## src/hw/rtl/lptsc_pkg.sv

```systemverilog
`timescale 1ns / 1ps

package lptsc_pkg;

  localparam int unsigned CFG_IDX_W  = 1;
  localparam int unsigned CFG_DATA_W = 3;
  localparam int unsigned LEN_W      = 32;

  // register indexes
  localparam logic [CFG_IDX_W-1:0] REG_AVCC_MODE          = 1'd0;
  localparam logic [CFG_IDX_W-1:0] REG_LENGTH_FIELD_BYTES = 1'd1;

  // legal prefix sizes
  localparam logic [2:0] LFB_ONE  = 3'd1;
  localparam logic [2:0] LFB_TWO  = 3'd2;
  localparam logic [2:0] LFB_FOUR = 3'd4;

  localparam logic [2:0] LFB_RESET = LFB_FOUR;

  // start code 00 00 00 01, indexed by position
  localparam logic [1:0] SC_LAST_IDX  = 2'd3;
  localparam logic [7:0] SC_ZERO_BYTE = 8'h00;
  localparam logic [7:0] SC_LAST_BYTE = 8'h01;

  // one or four results produced by one input transaction
  typedef struct packed {
    logic       sc;      // four-byte start code instead of a single result
    logic [7:0] data;    // byte of a single result
    logic       vld;     // byte_valid of a single result
    logic       eos;     // end marker on the final result
    logic       status;  // corrupt flag on the final result
  } burst_t;

endpackage

```

## src/hw/rtl/lptsc_parse.sv

```systemverilog
`timescale 1ns / 1ps

module lptsc_parse (
  input  logic                              clk,
  input  logic                              rst_n,
  input  logic                              cfg_we,
  input  logic [lptsc_pkg::CFG_IDX_W-1:0]   cfg_index,
  input  logic [lptsc_pkg::CFG_DATA_W-1:0]  cfg_wdata,
  input  logic                              item_go,
  input  logic [7:0]                        item_byte,
  input  logic                              item_last,
  output logic                              burst_push,
  output lptsc_pkg::burst_t                 burst
);
  import lptsc_pkg::*;

  logic             avcc_mode_r;
  logic [2:0]       lfb_r;
  logic             in_payload_r, in_payload_nxt;
  logic [LEN_W-1:0] length_accum_r, length_accum_nxt;
  logic [1:0]       lbs_r, lbs_nxt;
  logic [LEN_W-1:0] payload_left_r, payload_left_nxt;
  logic             sample_error_r, sample_error_nxt;

  logic             lfb_ok;
  logic             emit;
  logic [LEN_W-1:0] accum_shift;

  assign accum_shift = {length_accum_r[LEN_W-9:0], item_byte};

  always_comb begin
    lfb_ok           = lfb_r inside {LFB_ONE, LFB_TWO, LFB_FOUR};
    in_payload_nxt   = in_payload_r;
    length_accum_nxt = length_accum_r;
    lbs_nxt          = lbs_r;
    payload_left_nxt = payload_left_r;
    sample_error_nxt = sample_error_r;
    emit             = 1'b0;
    burst            = '0;

    if (!avcc_mode_r) begin
      burst.data = item_byte;
      burst.vld  = 1'b1;
      emit       = 1'b1;
    end else if (!lfb_ok) begin
      sample_error_nxt = 1'b1;
    end else if (sample_error_r) begin
      // corrupt sample: swallow bytes until the end
    end else if (in_payload_r) begin
      burst.data       = item_byte;
      burst.vld        = 1'b1;
      emit             = 1'b1;
      payload_left_nxt = payload_left_r - LEN_W'(1);
      if (payload_left_r == LEN_W'(1)) begin
        in_payload_nxt = 1'b0;
      end
    end else begin
      if (({1'b0, lbs_r} + 3'd1) == lfb_r) begin
        burst.sc         = 1'b1;
        burst.vld        = 1'b1;
        emit             = 1'b1;
        payload_left_nxt = accum_shift;
        in_payload_nxt   = (accum_shift != '0);
        length_accum_nxt = '0;
        lbs_nxt          = '0;
      end else begin
        length_accum_nxt = accum_shift;
        lbs_nxt          = lbs_r + 2'd1;
      end
    end

    if (item_last) begin
      burst.eos        = 1'b1;
      burst.status     = sample_error_nxt | in_payload_nxt | (lbs_nxt != '0);
      emit             = 1'b1;
      in_payload_nxt   = 1'b0;
      length_accum_nxt = '0;
      lbs_nxt          = '0;
      payload_left_nxt = '0;
      sample_error_nxt = 1'b0;
    end
  end

  assign burst_push = item_go & emit;

  always_ff @(posedge clk) begin
    if (!rst_n) begin
      avcc_mode_r    <= 1'b1;
      lfb_r          <= LFB_RESET;
      in_payload_r   <= 1'b0;
      length_accum_r <= '0;
      lbs_r          <= '0;
      payload_left_r <= '0;
      sample_error_r <= 1'b0;
    end else begin
      if (cfg_we) begin
        case (cfg_index)
          REG_AVCC_MODE:          avcc_mode_r <= cfg_wdata[0];
          REG_LENGTH_FIELD_BYTES: lfb_r       <= cfg_wdata[2:0];
          default: ;
        endcase
      end
      if (item_go) begin
        in_payload_r   <= in_payload_nxt;
        length_accum_r <= length_accum_nxt;
        lbs_r          <= lbs_nxt;
        payload_left_r <= payload_left_nxt;
        sample_error_r <= sample_error_nxt;
      end
    end
  end

  a_payload_count_live: assert property (@(posedge clk) disable iff (!rst_n)
    in_payload_r |-> (payload_left_r != '0))
    else $error("payload phase with nothing left to pass");

  a_payload_count_idle: assert property (@(posedge clk) disable iff (!rst_n)
    !in_payload_r |-> (payload_left_r == '0))
    else $error("payload count left over outside payload phase");

  a_prefix_not_in_payload: assert property (@(posedge clk) disable iff (!rst_n)
    (lbs_r != '0) |-> !in_payload_r)
    else $error("length prefix in progress during payload");

endmodule

```

## src/hw/rtl/lptsc_burst.sv

```systemverilog
`timescale 1ns / 1ps

module lptsc_burst (
  input  logic              clk,
  input  logic              rst_n,
  input  logic              burst_push,
  input  lptsc_pkg::burst_t burst,
  output logic              burst_ready,
  output logic              out_valid,
  input  logic              out_stall,
  output logic [7:0]        out_byte,
  output logic              out_byte_valid,
  output logic              out_end_of_sample,
  output logic              out_status
);
  import lptsc_pkg::*;

  logic   busy_r;
  burst_t burst_r;
  logic [1:0] idx_r;
  logic   take;
  logic   final_res;

  assign take        = busy_r & ~out_stall;
  assign final_res   = ~burst_r.sc | (idx_r == SC_LAST_IDX);
  assign burst_ready = ~busy_r | (take & final_res);

  assign out_valid         = busy_r;
  assign out_byte          = burst_r.sc ? ((idx_r == SC_LAST_IDX) ? SC_LAST_BYTE : SC_ZERO_BYTE)
                                        : burst_r.data;
  assign out_byte_valid    = burst_r.vld;
  assign out_end_of_sample = burst_r.eos & final_res;
  assign out_status        = burst_r.status & final_res;

  always_ff @(posedge clk) begin
    if (!rst_n) begin
      busy_r <= 1'b0;
      idx_r  <= '0;
    end else if (burst_ready) begin
      busy_r <= burst_push;
      idx_r  <= '0;
    end else if (take) begin
      idx_r <= idx_r + 2'd1;
    end
  end

  always_ff @(posedge clk) begin
    if (burst_ready && burst_push) begin
      burst_r <= burst;
    end
  end

  a_idx_single: assert property (@(posedge clk) disable iff (!rst_n)
    (busy_r && !burst_r.sc) |-> (idx_r == '0))
    else $error("single result burst advanced its index");

  a_idx_hold: assert property (@(posedge clk) disable iff (!rst_n)
    (busy_r && out_stall) |=> (busy_r && $stable(idx_r)))
    else $error("start code position moved while stalled");

  a_empty_only_marker: assert property (@(posedge clk) disable iff (!rst_n)
    (out_valid && !out_byte_valid) |-> out_end_of_sample)
    else $error("byte-less result without end marker");

endmodule

```

## src/hw/rtl/length_prefix_to_start_code_unit.sv

```systemverilog
`timescale 1ns / 1ps

// Length-prefixed (AVCC) to start-code (Annex B) rewriter.
// Input: one sample byte per transaction (in_valid/in_stall), the final byte
// marked by in_last_of_sample. Output: one result per transaction
// (out_valid/out_stall) carrying a byte, its byte_valid flag, and on the
// final result of a sample the end marker with status (0 ok, 1 corrupt).
// Config: cfg_we writes avcc_mode (index 0) or length_field_bytes (index 1);
// only write while the block is idle.
// Path: a byte, once accepted, passes the input register and then the burst
// register before its result leaves. Throughput is one byte per cycle while
// out_stall stays low; a byte that completes a length prefix yields the four
// start-code bytes, which leave in turn while input is held off.
// Reset (rst_n low, synchronous): passthrough off, 4-byte prefixes, parser
// back to expecting a length, all registers empty.
// A stalled output holds its result; in_stall rises once the input register
// holds a byte the burst stage cannot yet take.
module length_prefix_to_start_code_unit (
  input  logic                             clk,
  input  logic                             rst_n,
  input  logic                             cfg_we,
  input  logic [lptsc_pkg::CFG_IDX_W-1:0]  cfg_index,
  input  logic [lptsc_pkg::CFG_DATA_W-1:0] cfg_wdata,
  input  logic                             in_valid,
  output logic                             in_stall,
  input  logic [7:0]                       in_byte,
  input  logic                             in_last_of_sample,
  output logic                             out_valid,
  input  logic                             out_stall,
  output logic [7:0]                       out_byte,
  output logic                             out_byte_valid,
  output logic                             out_end_of_sample,
  output logic                             out_status
);
  import lptsc_pkg::*;

  // input register
  logic       in_v_r;
  logic [7:0] in_byte_r;
  logic       in_last_r;

  logic   burst_ready;
  logic   burst_push;
  burst_t burst;
  logic   item_go;

  // the held byte is parsed as soon as the burst stage can take its results
  assign item_go  = in_v_r & burst_ready;
  assign in_stall = in_v_r & ~burst_ready;

  always_ff @(posedge clk) begin
    if (!rst_n) begin
      in_v_r <= 1'b0;
    end else if (!in_stall) begin
      in_v_r <= in_valid;
    end
  end

  always_ff @(posedge clk) begin
    if (in_valid && !in_stall) begin
      in_byte_r <= in_byte;
      in_last_r <= in_last_of_sample;
    end
  end

  lptsc_parse u_parse (
    .clk        (clk),
    .rst_n      (rst_n),
    .cfg_we     (cfg_we),
    .cfg_index  (cfg_index),
    .cfg_wdata  (cfg_wdata),
    .item_go    (item_go),
    .item_byte  (in_byte_r),
    .item_last  (in_last_r),
    .burst_push (burst_push),
    .burst      (burst)
  );

  lptsc_burst u_burst (
    .clk               (clk),
    .rst_n             (rst_n),
    .burst_push        (burst_push),
    .burst             (burst),
    .burst_ready       (burst_ready),
    .out_valid         (out_valid),
    .out_stall         (out_stall),
    .out_byte          (out_byte),
    .out_byte_valid    (out_byte_valid),
    .out_end_of_sample (out_end_of_sample),
    .out_status        (out_status)
  );

endmodule

```

## config.mk

```make
export PLATFORM = sky130hd
export DESIGN_NAME = length_prefix_to_start_code_unit
export DESIGN_NICKNAME = d
export VERILOG_FILES = /design/src/hw/rtl/lptsc_pkg.sv /design/src/hw/rtl/lptsc_parse.sv /design/src/hw/rtl/lptsc_burst.sv /design/src/hw/rtl/length_prefix_to_start_code_unit.sv
export SDC_FILE = /design/constraint.sdc
export NUM_CORES = 1
export LEC_CHECK = 0
export BUFFER_PORTS_ARGS = -buffer_cell sky130_fd_sc_hd__buf_2
export CAP_MARGIN = 40
export CORE_ASPECT_RATIO = 0.75
export CORE_MARGIN = 1.5
export CORE_UTILIZATION = 40
export DETAILED_ROUTE_END_ITERATION = 8
export PLACE_DENSITY_LB_ADDON = 0.1
export SLEW_MARGIN = 15
export SYNTH_ARGS = -nofsm -noshare
export SYNTH_HDL_FRONTEND = slang
export SYNTH_HIERARCHICAL = 1
export SYNTH_SLANG_ARGS = --single-unit
```

## constraint.sdc

```tcl
create_clock -name clk -period 2.1 [get_ports clk]
set_input_delay 0.315 -clock clk [delete_from_list [all_inputs] [get_ports clk]]
set_output_delay 0.315 -clock clk [all_outputs]
set_load 0.05 [all_outputs]
```

==> results by group <==
Finish
  • # nets final: 655
  • Share of post-route cells with drive strength above 1: 28.4%
  • Area delta synth->final: 28.3%
  • ANT cells: 0
  • Final core occ: 53.7%

Power and ir drop
  • Power density over cell area: 651 nW/um^2
  • Sw Pwr: 1.08 mW
  • Static Leak: 2.30 nW
  • Worst VDD drop: 0.389 mV
  • Seq pwr share: 46.9%
  • Comb pwr share: 11.8%
  • Total Power: 3.90 mW
  • Internal Pwr Total: 2.82 mW
  • Sw Share: 27.7%
  • Clock power frac: 41.3%

STA
  • Final setup vio count: 0
  • Final Max Slew Viols: 0
  • Tmin final: 2.03 ns
  • Fmax: 492 MHz
  • WHS: 0.133 ns
  • TNS Setup: 0 ns
  • Setup WS post-layout: 0.0656 ns
  • Tcrit/Tclk final: 96.9%
  • Clock skew: 0.00671 ns
  • Worst-Margin Slew: 0.551 ns
  • Slew HR: 63.0%
  • Fin. Hold Viols: 0

Logic synthesis
  • Yosys warns: 6
  • Synth area leader: dfxtp_1
  • Sequential share of the synthesized area: 42.7%
  • Synth Area per Inst: 8.61 sq um
  • Leading cell types by count after synthesis: dfxtp_1, a21oi_1, nand2_1
  • Mapped cell area: 4670 sq um
  • Post-synth EDFFs: 21
  • Yosys cell types: 67
  • Top-count cell post-synth: dfxtp_1
  • Post-Syn Instances: 542
  • Main synth FF type: dfxtp_1
  • Async SR Flop Fraction: 0%
  • Syn_nets: 564
  • Register bit total from synthesis: 89
  • Top cells by area, synth: dfxtp_1, edfxtp_1, a21oi_1, nand2_1, nand3_1
  • Post-synth top area share: 29.2%

CTS
  • Hold-fix buffers, CTS: 0
  • H-tree levels: 3
  • TritonCTS Sinks: 89
  • Reg clk slew, reported paths: 0.07 ns
  • Later-pin clock latency in the skew report: 0.35 ns
  • CTS buffer count: 9
  • Worst-case clock buffer depth: 2
  • CTS tree: yes
  • CTS root buf: clkbuf_16

Hold path
  • Hold crit path type: in -> reg
  • Hold Startpoint: in_byte[7]

Worst setup path
  • Reg2Reg Capture Point: u_parse/payload_left_r[25]
  • WP data arrival: 2.31 ns
  • Flop-to-flop setup slack: 0.07 ns
  • CP endpoint kind: flip-flop
  • CP required: 2.38 ns
  • Crit path to: u_parse/payload_left_r[25]
  • Setup crit start: u_parse/lfb_r[2]
  • Crit start category: flip-flop
  • Reg-to-Reg Start: u_parse/lfb_r[2]
  • Kind of critical path: reg -> reg
  • FF-to-FF path depth: 7
  • Max Fanout on Critical Path: 4

Detailed routing
  • Detailed-route wire length per cell: 19.0 microns
  • Initial drt markers: 412
  • DR vias: 4587
  • Vias per cell: 5.90
  • Drt first pass iters: 6
  • ANT nets after route: 0
  • Final WL: 14.8 mm
  • Drt drc: 0

Floorplanning
  • Die span in y: 96.6 microns
  • Die area: 12300 sq um
  • Num ports: 31
  • Initial Utilization: 41.9%
  • FP Rows: 33
  • Core footprint: 11100 sq um
  • Die width: 128 microns

Global routing
  • Largest net degree at the start of global routing: 40
  • Congestion Overflow GR: 0
  • Global-route wire length before repair: 23.5 mm
  • Total track usage: 25.2%
  • Vias in the first global route: 4275
  • Antenna violations before repair: 0

Status
  • Outcome: complete, no violations

Place
  • Final Wtd Congestion: 0.890
  • Dpl hpwl: 10.6 mm
  • Port Buffers: 30
  • Worst slack at placement: -0.106 ns

Run
  • MaxCap Viol Count: 0
[routing by layer]
metal	global-route usage [%]	wire, microns
met5	0	0
met2	36.6	6080
met4	5.43	99
met1	38.0	7430
met3	5.67	1210
[flip-flops by register name (all words and copies together), names as in the netlist]
signal                  cells
u_burst/out_byte_valid      1
in_byte_r                   8
u_burst/out_valid           1
u_parse/in_payload_r        1
u_parse/payload_left_r     32
u_parse/avcc_mode_r         1
in_v_r                      1
u_burst/burst_r            11
u_burst/idx_r               2
u_parse/lbs_r               2
u_parse/length_accum_r     24
u_parse/lfb_r               3
in_last_r                   1
u_parse/sample_error_r      1
[how the worst min path moves through the flow]
| stage | to | slack, ns | depth (start not counted) |
|---|---|---|---|
| floorplan | in_byte_r[0] | 0.41 | 0 |
| global placement | u_burst/idx_r[1] | 0.44 | 2 |
| detailed placement | u_burst/idx_r[1] | 0.47 | 2 |
| CTS | in_byte_r[6] | 0.13 | 1 |
| global route | in_byte_r[7] | 0.12 | 1 |
| finish | in_byte_r[7] | 0.13 | 1 |
[power by group through the flow]
stage | clock network, mW | logic (mW) | registers [mW]
CTS | 1.62 | 0.438 | 1.83
global route | 1.71 | 0.495 | 1.83
finish | 1.61 | 0.461 | 1.83
detailed placement | 0 | 0.424 | 1.87
global placement | 0 | 0.420 | 1.87
floorplan | 0 | 0.240 | 1.86
[area by class of cell]
cell class	count	area, sq um
Tap cell	140	175
Clock inverter	7	70.1
Clock buffer	9	225
Multi-Input combinational cell	404	2630
Fill cell	1053	5160
Inverter	16	60.1
Timing Repair Buffer	113	831
Sequential cell	89	2000
[per-stage QoR]
step | area [sq um] | instances
finish | 5990 | 778
global route | 5990 | 778
CTS | 5860 | 776
detailed placement | 5510 | 759
global placement | 5510 | 759
floorplan | 4680 | 542
[kinds of logic after synthesis]
| group | count (synthesis) | synth area share, % |
|---|---|---|
| AO/OA/AOI/OAI | 157 | 20.9 |
| flip-flops | 89 | 42.7 |
| adder cells (fa/ha/maj) | 4 | 1.07 |
| AND/OR/NAND/NOR | 231 | 28.4 |
| multiplexers | 4 | 0.938 |
| buffers and inverters | 49 | 4.53 |
| XOR/XNOR | 8 | 1.50 |
[cell usage in the layout, fill, tap and decap left out, types with 3 or more instances in the layout]
cell type | Yosys | final
a21o_1 | 3 | 3
a21oi_1 | 63 | 62
a22o_1 | 4 | 4
a31oi_1 | 11 | 9
a32oi_1 | 3 | 3
and2_1 | 11 | 9
and2b_2 | 8 | 8
and3_1 | 3 | 3
and4_1 | 5 | 5
buf_12 | 0 | 4
buf_2 | 7 | 30
buf_4 | 3 | 77
clkbuf_16 | 0 | 9
dfxtp_1 | 68 | 65
dfxtp_2 | 0 | 3
edfxtp_1 | 21 | 21
inv_1 | 16 | 16
inv_6 | 0 | 3
mux2_2 | 3 | 3
nand2_1 | 53 | 51
nand2b_1 | 5 | 5
nand3_1 | 38 | 38
nand4_1 | 8 | 8
nor2_1 | 23 | 21
nor2b_1 | 9 | 9
nor3_1 | 19 | 17
nor3b_1 | 4 | 4
nor4_1 | 17 | 16
nor4_4 | 2 | 4
o211ai_1 | 12 | 12
o21a_1 | 5 | 4
o21ai_0 | 24 | 23
o21ai_1 | 6 | 7
o22ai_1 | 5 | 5
or3_1 | 4 | 3
or4_1 | 4 | 4
xnor2_1 | 7 | 6
[timing repair]
| action | 4_1_cts | 5_1_grt |
|---|---|---|
| resized for setup | 14 | 21 |
| gates cloned | 0 | 1 |
| setup buffers | 1 | 1 |
| endpoints found under the setup margin | 42 | 42 |
| pin swaps | 3 | 5 |
[critical path, cell delays in order (launching register included)]
cell      delay [ns]
dfxtp_1         0.36
o21a_1          0.22
a2111o_1        0.52
buf_4           0.20
nor3_4          0.29
buf_4           0.18
a21oi_1         0.06
o22ai_1         0.14
Power figures use the tool's default switching activity.
